## src/rtl/usa_pkg.sv

```systemverilog
// Shared types, constants and byte classification for the UTF-8 sequence assembler.
`default_nettype none
package usa_pkg;

	localparam int unsigned MaxSeq = 4;

	typedef enum logic [1:0] {
		ST_DONE     = 2'd0,
		ST_CONTINUE = 2'd1,
		ST_BROKEN   = 2'd2,
		ST_INVALID  = 2'd3
	} status_t;

	typedef struct packed {
		logic [2:0]      count;
		logic [3:0][7:0] held;
	} state_t;

	typedef struct packed {
		status_t status;
		logic    aborted;
	} flags_t;

	// Sequence length opened by a lead byte; 0 when the byte is no lead.
	function automatic logic [2:0] lead_len(input logic [7:0] v);
		logic [2:0] len;
		if ((v & 8'h80) == 8'h00) begin
			len = 3'd1;
		end else if ((v & 8'hE0) == 8'hC0) begin
			len = 3'd2;
		end else if ((v & 8'hF0) == 8'hE0) begin
			len = 3'd3;
		end else if ((v & 8'hF8) == 8'hF0) begin
			len = 3'd4;
		end else begin
			len = 3'd0;
		end
		return len;
	endfunction

endpackage
`default_nettype wire

```

## src/rtl/usa_step.sv

```systemverilog
// Next-state and status logic for one byte of the UTF-8 sequence assembler.
`default_nettype none
module usa_step (
	input  wire logic [7:0]    in_byte,
	input  wire usa_pkg::state_t cur,
	output usa_pkg::state_t    nxt,
	output usa_pkg::flags_t    flags
);

	logic [2:0]      n;
	logic            clr;
	logic [2:0]      c0;
	logic [3:0][7:0] h;
	logic            is_cont;
	logic [2:0]      c1;

	always_comb begin
		n       = usa_pkg::lead_len(cur.held[0]);
		clr     = (cur.count > 3'(usa_pkg::MaxSeq)) || (n == 3'd0) || (cur.count >= n);
		c0      = clr ? 3'd0 : cur.count;
		h       = clr ? '0 : cur.held;
		is_cont = (in_byte[7:6] == 2'b10);
		c1      = 3'(c0 + 3'd1);

		nxt           = '{count: c0, held: h};
		flags.aborted = 1'b0;
		flags.status  = usa_pkg::ST_DONE;

		if ((c0 != 3'd0) && is_cont) begin
			// c0 < n <= 4, so the two low bits address the free slot
			nxt.held[c0[1:0]] = in_byte;
			nxt.count         = c1;
			flags.status      = (c1 == n) ? usa_pkg::ST_DONE : usa_pkg::ST_CONTINUE;
		end else begin
			flags.aborted = (c0 != 3'd0);
			if (!in_byte[7]) begin
				flags.status = usa_pkg::ST_DONE;
			end else if (is_cont) begin
				flags.status = usa_pkg::ST_BROKEN;
			end else if (usa_pkg::lead_len(in_byte) != 3'd0) begin
				flags.status = usa_pkg::ST_CONTINUE;
			end else begin
				flags.status = usa_pkg::ST_INVALID;
			end
			if (flags.status == usa_pkg::ST_INVALID) begin
				nxt = '0;
			end else begin
				nxt.count = 3'd1;
				nxt.held  = {24'd0, in_byte};
			end
		end
	end

endmodule
`default_nettype wire

```

## src/rtl/utf8_sequence_assembler.sv

```systemverilog
// An accepted item passes through the input reg and then the result reg.
// Throughput: one item per cycle while the output is not stalled; the byte-count update in usa_step is combinational.
// The input register takes a new item while a result waits on a stalled output.
// Reset (arst_n low, asynchronous): no items held, byte count zero, stored bytes zero.
// No clearing pass; the block accepts items as soon as reset is released.
`default_nettype none
module utf8_sequence_assembler (
	input  wire logic        clk,
	input  wire logic        arst_n,
	input  wire logic        in_valid,
	output logic             in_stall,
	input  wire logic [7:0]  in_byte,
	output logic             out_valid,
	input  wire logic        out_stall,
	output logic [1:0]       status,
	output logic             prior_aborted,
	output logic [31:0]      seq_bytes,
	output logic [2:0]       seq_count
);

	logic             valid_s1;
	logic [7:0]       byte_s1;
	usa_pkg::state_t  state_q;
	usa_pkg::state_t  state_nxt;
	usa_pkg::flags_t  flags;
	logic             out_valid_q;
	usa_pkg::flags_t  flags_q;
	usa_pkg::state_t  res_q;
	logic             out_free;
	logic             adv;

	assign out_free = !out_valid_q || !out_stall;
	assign adv      = valid_s1 && out_free;
	assign in_stall = valid_s1 && !out_free;

	usa_step u_step (
		.in_byte (byte_s1),
		.cur     (state_q),
		.nxt     (state_nxt),
		.flags   (flags)
	);

	always_ff @(posedge clk or negedge arst_n) begin
		if (!arst_n) begin
			valid_s1    <= 1'b0;
			out_valid_q <= 1'b0;
			state_q     <= '0;
		end else begin
			if (in_valid && !in_stall) begin
				valid_s1 <= 1'b1;
			end else if (adv) begin
				valid_s1 <= 1'b0;
			end
			if (adv) begin
				out_valid_q <= 1'b1;
				state_q     <= state_nxt;
			end else if (!out_stall) begin
				out_valid_q <= 1'b0;
			end
		end
	end

	always_ff @(posedge clk) begin
		if (in_valid && !in_stall) begin
			byte_s1 <= in_byte;
		end
		if (adv) begin
			flags_q <= flags;
			res_q   <= state_nxt;
		end
	end

	assign out_valid     = out_valid_q;
	assign status        = flags_q.status;
	assign prior_aborted = flags_q.aborted;
	assign seq_bytes     = res_q.held;
	assign seq_count     = res_q.count;

	a_count_max: assert property (@(posedge clk) disable iff (!arst_n)
		state_q.count <= 3'(usa_pkg::MaxSeq))
		else $error("byte count above four");

	a_empty_zero: assert property (@(posedge clk) disable iff (!arst_n)
		(state_q.count == 3'd0) |-> (state_q.held == '0))
		else $error("empty store holds nonzero bytes");

	a_invalid_empty: assert property (@(posedge clk) disable iff (!arst_n)
		(out_valid_q && (flags_q.status == usa_pkg::ST_INVALID))
			|-> (res_q.count == 3'd0 && res_q.held == '0))
		else $error("invalid item left bytes in the result");

	a_abort_status: assert property (@(posedge clk) disable iff (!arst_n)
		(out_valid_q && flags_q.aborted) |-> (flags_q.status != usa_pkg::ST_BROKEN))
		else $error("abort paired with broken status");

	a_state_hold: assert property (@(posedge clk) disable iff (!arst_n)
		!adv |=> $stable(state_q))
		else $error("state changed without an item");

endmodule
`default_nettype wire

```

## config.mk

```make
export PLATFORM = sky130hd
export DESIGN_NAME = utf8_sequence_assembler
export DESIGN_NICKNAME = d
export VERILOG_FILES = /design/src/rtl/usa_pkg.sv /design/src/rtl/usa_step.sv /design/src/rtl/utf8_sequence_assembler.sv
export SDC_FILE = /design/constraint.sdc
export NUM_CORES = 1
export LEC_CHECK = 0
export BUFFER_PORTS_ARGS = -buffer_cell sky130_fd_sc_hd__buf_2
export CORE_MARGIN = 2
export CORE_UTILIZATION = 51
export CTS_CLUSTER_DIAMETER = 40
export CTS_CLUSTER_SIZE = 20
export DETAILED_ROUTE_END_ITERATION = 8
export PLACE_DENSITY = 0.75
export SLEW_MARGIN = 30
export SYNTH_ARGS = -nofsm -noshare
export SYNTH_HDL_FRONTEND = slang
export SYNTH_SLANG_ARGS = --single-unit
```

## constraint.sdc

```tcl
create_clock -name clk -period 2.8 [get_ports clk]
set_input_delay 0 -clock clk [delete_from_list [all_inputs] [get_ports clk]]
set_output_delay 0 -clock clk [all_outputs]
set_load 0.05 [all_outputs]
```

==> Word level (Yosys, flattened, before mapping) <==
Cells that the tools add are included.
{ "totals": {"output_inout_bits": 40, "word_cells": 76, "register_bits": 83} }
{ "classes": {"n_eq_ne": 10, "n_mux": 28, "reduce_logical": 18, "addsub": 1, "n_lt_le_gt_ge": 4} }
{ "ops": {"columns": ["cell", "count"], "rows": [
  ["$mux 3", 12],
  ["$mux 35", 1],
  ["$mux 33", 1],
  ["$bwmux 32", 1],
  ["$mux 32", 1],
  ["$demux 8 s2", 1],
  ["$logic_not 8->1", 2],
  ["$eq 5x5->1 const B", 2],
  ["$mux 2", 5],
  ["$eq 4x4->1 const B", 2],
  ["$mux 8", 1],
  ["$eq 3x3->1 const B", 2],
  ["$reduce_bool 3->1", 2],
  ["$logic_and 1x1->1", 5],
  ["$mux 1", 5],
  ["$eq 2x2->1 const B", 2],
  ["$logic_not 1->1", 4],
  ["$add 3x1->3 const B", 1],
  ["$eq 3x3->1", 1],
  ["$ge 3x3->1", 1],
  ["$gt 3x3->1 const B", 1],
  ["$logic_not 3->1", 1],
  ["$logic_or 1x1->1", 3],
  ["$lt 2x3->1 const B", 1],
  ["3 further kinds", 3]
]} }

==> Depth between registers and ports, before layout <==
Gate-level depths: netlist of the first run.
{ "logic_depth": {"ltp_word": 20, "mapped_depth": 14} }

==> Cells and area by module <==
Synthesis of the first run repeated with hierarchy kept, for this count alone.
{ "unflattened": {"hier_cells": 248, "hier_area_um2": 3736.1} }
{ "by_module_without_submodules": {"columns": ["mod", "seq_area_each_um2", "cells_per_inst", "area_each_um2", "n_inst"], "rows": [
  ["utf8_sequence_assembler", 2307.2, 128, 2922.8, 1],
  ["usa_step", 0.0, 120, 813.3, 1]
]} }

==> Worst setup path after synthesis of the first run <==
OpenSTA, ideal clock, no wires.
{ "synth_timing": {"path_kind": "register -> register", "startpoint": "register state_q[5] (netlist name)", "endpoint": "register state_q[3] (netlist name)", "t_arrival_ns": 2.804, "n_path_buf": 2, "setup_ns": 0.121, "synth_period_minus_slack_ns": 2.925, "slack_ns": -0.125, "required_ns": 2.679, "path_stages_with_launch": 15, "cell_sequence": "dfrtp_1 -> nand2_1 -> or3_1 -> ha_1 -> nand2_1 -> o211a_1 -> and2_0 -> nand2_1 -> ha_1 -> nor2_1 -> and3_1 -> buf_6 -> nand2b_4 -> buf_6 -> a22o_1"} }
{ "synth_between": {"elab_chain_cells": 15, "elab_cells_between_ends": 22, "classes_between": "order compare (3); eq/ne (3); mux (10); reduce/logical (6)"} }
{ "synth_lines": {"columns": ["element", "line_no", "rtl"], "rows": [
  ["start: declaration", "utf8_sequence_assembler.sv:23", "usa_pkg::state_t state_q;"],
  ["start signal: assignment", "utf8_sequence_assembler.sv:56", "state_q <= state_nxt;"],
  ["$eq 5x5->1", "usa_pkg.sv:33", "end else if ((v & 8'hF8) == 8'hF0) begin"],
  ["$mux 3", "usa_pkg.sv:33", null],
  ["$mux 3", "usa_pkg.sv:31", "end else if ((v & 8'hF0) == 8'hE0) begin"],
  ["$mux 3 *", "usa_pkg.sv:29", "end else if ((v & 8'hE0) == 8'hC0) begin"],
  ["$mux 3 *", "usa_pkg.sv:27", "if ((v & 8'h80) == 8'h00) begin"],
  ["branches (longest 2 deep; another with $ge 3x3->1)", null, null],
  ["$logic_or 1x1->1 *", "usa_step.sv:19", "clr = (cur.count > 3'(usa_pkg::MaxSeq)) || (n == 3'd0) || (cur.count >= n);"],
  ["$mux 3", "usa_step.sv:20", "c0 = clr ? 3'd0 : cur.count;"],
  ["$lt 2x3->1 (implied by the code) / $ge 2x1->1 (equally long branches)", "usa_step.sv:31", "nxt.held[c0[1:0]] = in_byte;"],
  ["$logic_and 1x1->1 (implied by the code)", "usa_step.sv:31", null],
  ["$mux 8 (implied by the code)", "usa_step.sv:31", null],
  ["$demux 8 s2", null, null],
  ["$bwmux 32", "usa_step.sv:31", null],
  ["$mux 35 *", "usa_step.sv:29", "if ((c0 != 3'd0) && is_cont) begin"]
]} }
Mark *: on every way between the ends.
A chain may end at the register's enable or synchronous reset.

==> Worst setup path in the final report of the first run <==
{ "layout_timing": {"startpoint": "register state_q[6] (netlist name)", "endpoint": "register state_q[3] (netlist name)"} }
The elaborated chain is that of the path after synthesis.

==> results of run 1 <==
==> flip-flops by register name, indices dropped and copies added, names as in the netlist <==
signal and count:
out_valid 1, valid_s1 1, seq_count 3, byte_s1 8, seq_bytes 32, state_q 35, status 2, prior_aborted 1
==> per-layer routing <==
layer,global-route usage,vias up,share of wire
li1,-,1225,-
met2,0.317,109,0.48
met5,0,-,0
met4,0.0839,0,0.021
met3,0.0455,13,0.052
met1,0.312,1273,0.45
==> power by group <==
part | internal (mW) | total (mW) | switching (mW)
Clock | 0.590 | 1.01 | 0.415
Combinational | 0.155 | 0.475 | 0.321
Sequential | 1.37 | 1.42 | 0.0450
Total | 2.12 | 2.90 | 0.780
==> worst max-delay path, cell delays in order, from the launching register on <==
cell and delay (ps):
dfrtp_1 360, nand2_1 90, or3_4 420, ha_4 300, nand2_2 50, o211a_1 230, and2_4 170, nand2_2 80
ha_4 160, nor2_1 60, and3_2 270, nand2b_4 200, a22o_1 230
==> Yosys cell counts (all sizes together) (4+ instances only) <==
cell and instances:
a21oi 25, and2 6, nand2b 7, edfxtp 46, o21ai 7, nand3 5
a32o 18, dfrtp 37, and3 6, clkbuf 8, ha 4, nand2 52
buf 10, a22o 14, nor2 23, inv 7
==> metrics by stage <==
step                      TNS, ps  cell area [µm²]  cells  utilization  total power [mW]
final                           0             4440    454        0.658              2.90
after global routing         -290             4440    454        0.658              3.01
after global placement          0             3980    422        0.590              1.87
after detailed placement    -35.2             3980    422        0.590              1.88
after floorplan             -48.6             3570    293            -              1.74
after CTS                    -264             4340    450        0.642              2.88
==> cell families after synthesis <==
logic type | after synthesis | synth area share
buffers and inverters | 25 | 0.0325
AOI/OAI and AO/OA | 73 | 0.157
muxes | 1 | 0.00318
adders and majority gates | 4 | 0.0141
DFF | 83 | 0.651
xor gates and xnor gates | 2 | 0.00494
and+or+nand+nor | 105 | 0.138
==> layout make-up <==
cell class                 instances  area [µm²]  share of cell area
clock buffer                      11         131              0.0296
clock inverter                     5         101              0.0228
inverter                           7        26.3             0.00591
multi-input combinational        185        1230               0.276
sequential                        83        2310               0.519
tap                               80         100              0.0225
timing repair buffer              83         551               0.124
==> path summary, 6_finish.rpt <==
kind | from | endpoint | slack (ps) | cells after the start
worst max-delay path | state_q[6] | state_q[3] | 60 | 12
worst min-delay path | arst_n | state_q[22] | 290 | 2
worst max register to register | state_q[6] | state_q[3] | 60 | 12
worst min register to register | state_q[14] | state_q[14] | 490 | 1
max in group asynchronous | arst_n | state_q[0] | 1970 | 2
min in group clk | in_byte[7] | byte_s1[7] | 350 | 2
==> repair_timing <==
| item | CTS | global route |
|---|---|---|
| endpoints found under the setup margin | 18 | 65 |
| pin swaps | 0 | 7 |
| hold endpoints to repair | 47 | 0 |
| setup buffers | 0 | 4 |
| hold buffers | 12 | 0 |
| gates resized for setup | 1 | 14 |
==> run summary, run 1 <==
Flops & latches, synth: 83
TritonCTS clock tree: yes
CTS Sinks: 83
Ports: 52
Detail Route Antenna Nets: 0
Vias per Instance: 5.77
Vias after detailed routing: 2,620
Worst Path Max Fanout: 9
Leakage dissipation: 1.84 nW
DRT iter0 DRCs: 256
Top-area cell type share of the netlist area: 0.390
Congestion Overflow GR: 0
Clk_lat worst skew: 350 ps
Final Slew Violations: 0
TritonCTS buffer count: 9
Fin nets: 385
Share of layout cells above drive strength 1: 0.289
Power Dens Cells: 652 nW/µm²
Reg clk slew, reported paths: 80 ps
Final Skew: 7.99 ps
Largest net degree at the start of global routing: 43
Async SR Flop Fraction: 0.446
Max_cap viols: 0
Net Count, Synth: 309
DRT Pass-1 Iters: 5
Hold WS: 289 ps
Port-buffer cells: 51
Clk Tree Root Cell: clkbuf_8
Post-synth EDFFs: 46
Synth cell types: 38
HPWL Detailed: 4.76 mm
Area growth, synth to finish: 25.4%
Setup WS post-layout: 64.9 ps
Full die area: 7630 µm²
Std cell rows: 30
Synth area leader: edfxtp_1
CTS max path bufs: 2
Startpoint types: flip-flop
Critical Path AT: 2970 ps
CP Class: flip-flop to flip-flop
Synth Instances: 293
Slew margin rel.: 0.430
Die height: 87.4 µm
Synthesized area: 3540 µm²
Critical path endpoint category: flip-flop
WP data required: 3040 ps
Vias in the first global route: 2,466
Die width: 87.4 µm
Worst hold path class: input port to async pin
Most frequent cells in the layout: buf_2 (51), nand2_1 (49), edfxtp_1 (46)
DRC: 0
Avg Cell Area, Syn: 12.1 µm²
Antenna Cells: 0
VDD IR max: 297 µV
Sequential fraction of the synthesis area: 0.651
Initial Util: 0.525
Status: finished, final reports clean
Fmax: 366 MHz
Place WS: -15.7 ps
Synth top area cells: edfxtp_1 (39%), dfrtp_1 (26%), nand2_1 (5.5%)
GRT Util Overall: 0.215
Final setup fails: 0
Post-DR wirelength/cell: 16.7 µm
Gp weighted congestion: 0.874
Measured slew at the worst slew-check pin: 855 ps
Fillers: 497
Final hold vios: 0
Fin crit period: 2740 ps
Main synth FF type: edfxtp_1
Initial antenna violation count: 0
Post-route clock period utilization: 0.977
H-tree depth: 3
Synth warn: 0
Most common cell after layout, fill and taps aside: buf_2
First-pass GRT wire length: 12.2 mm
Core ar.: 6760 µm²
DRT Wirelength: 7.57 mm
Power figures use the tool's default switching activity.
==> inputs of run 2 (changes only) <==
- SYNTH_HIERARCHICAL: not set -> 1
==> run summary, run 2 <==
Status: finished, final reports clean
Reg clk slew, reported paths: 90 ps (about the same)
Full die area: 8030 µm² (+5.1%)
TritonCTS buffer count: 9 (unchanged)
Congestion Overflow GR: 0 (unchanged)
Most frequent CP cell: ha_4
Reg-to-Reg Start: state_q[5]
Post-DR wirelength/cell: 16.2 µm (-2.6%)
Startpoint types: flip-flop
Met1 WL: 3.26 mm (-3.5%)
Unrepaired setup endpoints after global routing: true
Max FFs per register: 35 (unchanged)
Final Power: 2.81 mW (-3.2%)
Synth warn: 6 (+6)
Terminus of the critical flop-to-flop path: state_q[5]
CP bufs+invs: 2 (+2)
Highest metal used: met4
Setup tns final: 0 ps (unchanged)
First-pass GRT wire length: 11.3 mm (-7.8%)
CP max stage cell: dfrtp_1
Initial antenna violation count: 0 (unchanged)
Initial Util: 0.521 (-0.00397)
Largest net degree at the start of global routing: 38 (-12%)
Share of layout cells above drive strength 1: 0.447 (+0.159)
Worst setup startpoint: state_q[5]
Detail Route Antenna Nets: 0 (unchanged)
Internal: 1.95 mW (-7.8%)
Worst hold path class: input port to async pin
Delay-heaviest family, CP: simple AND/OR/NAND/NOR gates
Clk Tree Root Cell: clkbuf_8
CP Class: flip-flop to flip-flop
Worst Path Max Fanout: 7 (-2)
Clock share of power: 0.276 (-0.071)
Fin crit period: 2730 ps (-4.19 ps)
DRT Pass-1 Iters: 4 (-1)
Crit path largest cell delay: 390 ps (-30 ps)
Slew margin rel.: 0.517 (+0.0876)
Vias per Instance: 5.34 (-7.5%)
Synth top area cells: edfxtp_1 (37%), dfrtp_1 (25%), mux2_4 (12%)
Synth area leader: edfxtp_1
Antenna Cells: 0 (unchanged)
Net Count, Synth: 264 (-15%)
DRC: 0 (unchanged)
Synthesized area: 3740 µm² (+5.4%)
Max_cap viols: 0 (unchanged)
Leakage dissipation: 1.99 nW (+8.3%)
Sequential fraction of the synthesis area: 0.618 (-0.0334)
Hold WS: 155 ps (-134 ps)
Biggest register: state_q
DRT Wirelength: 7.16 mm (-5.4%)
Final Skew: 13.0 ps (+5.01 ps)
Core ar.: 7180 µm² (+6.2%)
Filler-free cell count of the finished design: 441 (-2.9%)
Avg Cell Area, Syn: 15.1 µm² (+25%)
Synth cell types: 43 (+13%)
Flops & latches, synth: 83 (unchanged)
NetSw: 0.853 mW (+9.2%)
Main synth FF type: edfxtp_1
Ports: 52 (unchanged)
CTS max path bufs: 2 (unchanged)
Critical path endpoint category: flip-flop
Reg power frac: 0.507 (+0.018)
Placed insts: 409 (-3.1%)
Die width: 89.6 µm (+2.5%)
Top-area cell type share of the netlist area: 0.370 (-0.0200)
HPWL Detailed: 4.64 mm (-2.5%)
Die height: 89.6 µm (+2.5%)
Critical Path AT: 2970 ps (about the same)
Most common cell after layout, fill and taps aside: buf_2
Fmax: 366 MHz (+0.15%)
Commonest cells post-synth: edfxtp_1 (46), dfrtp_1 (37), mux2_4 (29)
Power Dens Cells: 613 nW/µm² (-6.0%)
Fin nets: 353 (-8.3%)
WP data required: 3040 ps (about the same)
Port-buffer cells: 51 (unchanged)
Final setup fails: 0 (unchanged)
Worst reg2reg setup slack: 70 ps (about the same)
Area growth, synth to finish: 22.5%
Measured slew at the worst slew-check pin: 722 ps (-133 ps)
Async SR Flop Fraction: 0.446 (unchanged)
Vias after detailed routing: 2,353 (-10%)
TritonCTS clock tree: yes
Metal3 WL: 308 µm (-21%)
Final Slew Violations: 0 (unchanged)
Post-synth EDFFs: 46 (unchanged)
Post-route clock period utilization: 0.975 (-0.00150)
DRT iter0 DRCs: 126 (-51%)
Gp weighted congestion: 0.814 (-6.8%)
Critical path cell sequence: nand2_2 > or3_4 > ha_4 > a221oi_4 > nand4_1 > ha_4 > inv_2 > o211ai_1 > buf_4 > a22o_1 > mux2_4
Dominant cell by count in the synthesized netlist: edfxtp_1
Comb power frac: 0.217 (+0.053)
Synth Instances: 248 (-15%)
Final hold vios: 0 (unchanged)
Most frequent cells in the layout: buf_2 (50), edfxtp_1 (46), dfrtp_1 (37)
CTS Sinks: 83 (unchanged)
VDD IR max: 345 µV (+16%)
Clk_lat worst skew: 360 ps (about the same)
Met2 routed WL: 3.51 mm (-3.5%)
GRT Util Overall: 0.191 (-0.0235)
Std cell rows: 31 (+3.3%)
Vias in the first global route: 2,210 (-10%)
Net Sw Frac: 0.304 (+0.0346)
R2R cell count: 11 (-1)
H-tree depth: 3 (unchanged)
run 2: cell types whose count changed after synthesis, sizes merged, moves of 5 or more:
cell | before | now
mux2 | 1 | 36
nand2 | 52 | 18
a32o | 18 | 0
a21oi | 25 | 10
mux2i | 0 | 12
a22o | 14 | 8
clkbuf | 8 | 2
and2 | 6 | 1
nand3 | 5 | 10
nor2 | 23 | 18
run 2: kinds of logic (layout without fill, tap and decap cells):
| logic type | count (synthesis) | count (layout) | synth area share |
|---|---|---|---|
| buf+inv | 17 | 111 | 0.0365 |
| compound gates | 32 | 32 | 0.0760 |
| mux | 48 | 48 | 0.170 |
| xor+xnor | 1 | 1 | 0.00234 |
| fa+ha+maj | 4 | 4 | 0.0134 |
| flops | 83 | 83 | 0.618 |
| simple gates | 63 | 63 | 0.0844 |
run 2: power groups by stage:
stage	logic (mW)	registers [mW]	clock network, mW
final	0.608	1.42	0.774
after global placement	0.554	1.45	0
after CTS	0.576	1.42	0.791
after global routing	0.651	1.43	0.842
after detailed placement	0.561	1.45	0
after floorplan	0.262	1.59	0
run 2: how the worst max path moves through the flow:
| stage | endpoint | slack (ps) | depth (start not counted) |
|---|---|---|---|
| detailed placement | status[0] | 70 | 10 |
| global route | status[0] | -110 | 10 |
| floorplan | status[0] | 2 | 11 |
| global placement | status[0] | 140 | 10 |
| finish | state_q[5] | 70 | 11 |
| CTS | state_q[5] | 40 | 11 |
run 2: worst register-to-register path, stage by stage (launching register included):
cell and delay, ps:
dfrtp_1 390, nand2_2 70, or3_4 380, ha_4 250
a221oi_4 260, nand4_1 220, ha_4 240, inv_2 60
o211ai_1 80, buf_4 190, a22o_1 220, mux2_4 260
run 2: layout make-up:
type	count	area (µm²)
multi-input cells	148	1370
clock inverters	7	51.3
repair buffers	88	578
well taps	99	124
inverters	7	26.3
flip-flops and latches	83	2310
clock buffers	9	124
fillers	551	2600
run 2: repair_timing:
action / CTS / global route
hold buffers: 12 / 0
setup buffers: 0 / 4
endpoints found under the hold margin: 47 / 0
resized for setup: 0 / 13
endpoints found under the setup margin: 0 / 51
run 2: metal layers:
metal | vias to the layer above | track usage
li1 | 1097 | -
met1 | 1179 | 0.270
met2 | 70 | 0.297
met3 | 7 | 0.0420
met4 | 0 | 0.0597
met5 | - | 0
run 2: metrics by stage:
| step | utilization | area (µm²) | setup slack, ps |
|---|---|---|---|
| floorplan | - | 3760 | 2.11 |
| global placement | 0.586 | 4200 | 140 |
| detailed placement | 0.586 | 4200 | 73.3 |
| CTS | 0.627 | 4500 | 43.6 |
| global route | 0.638 | 4580 | -114 |
| finish | 0.638 | 4580 | 69.1 |
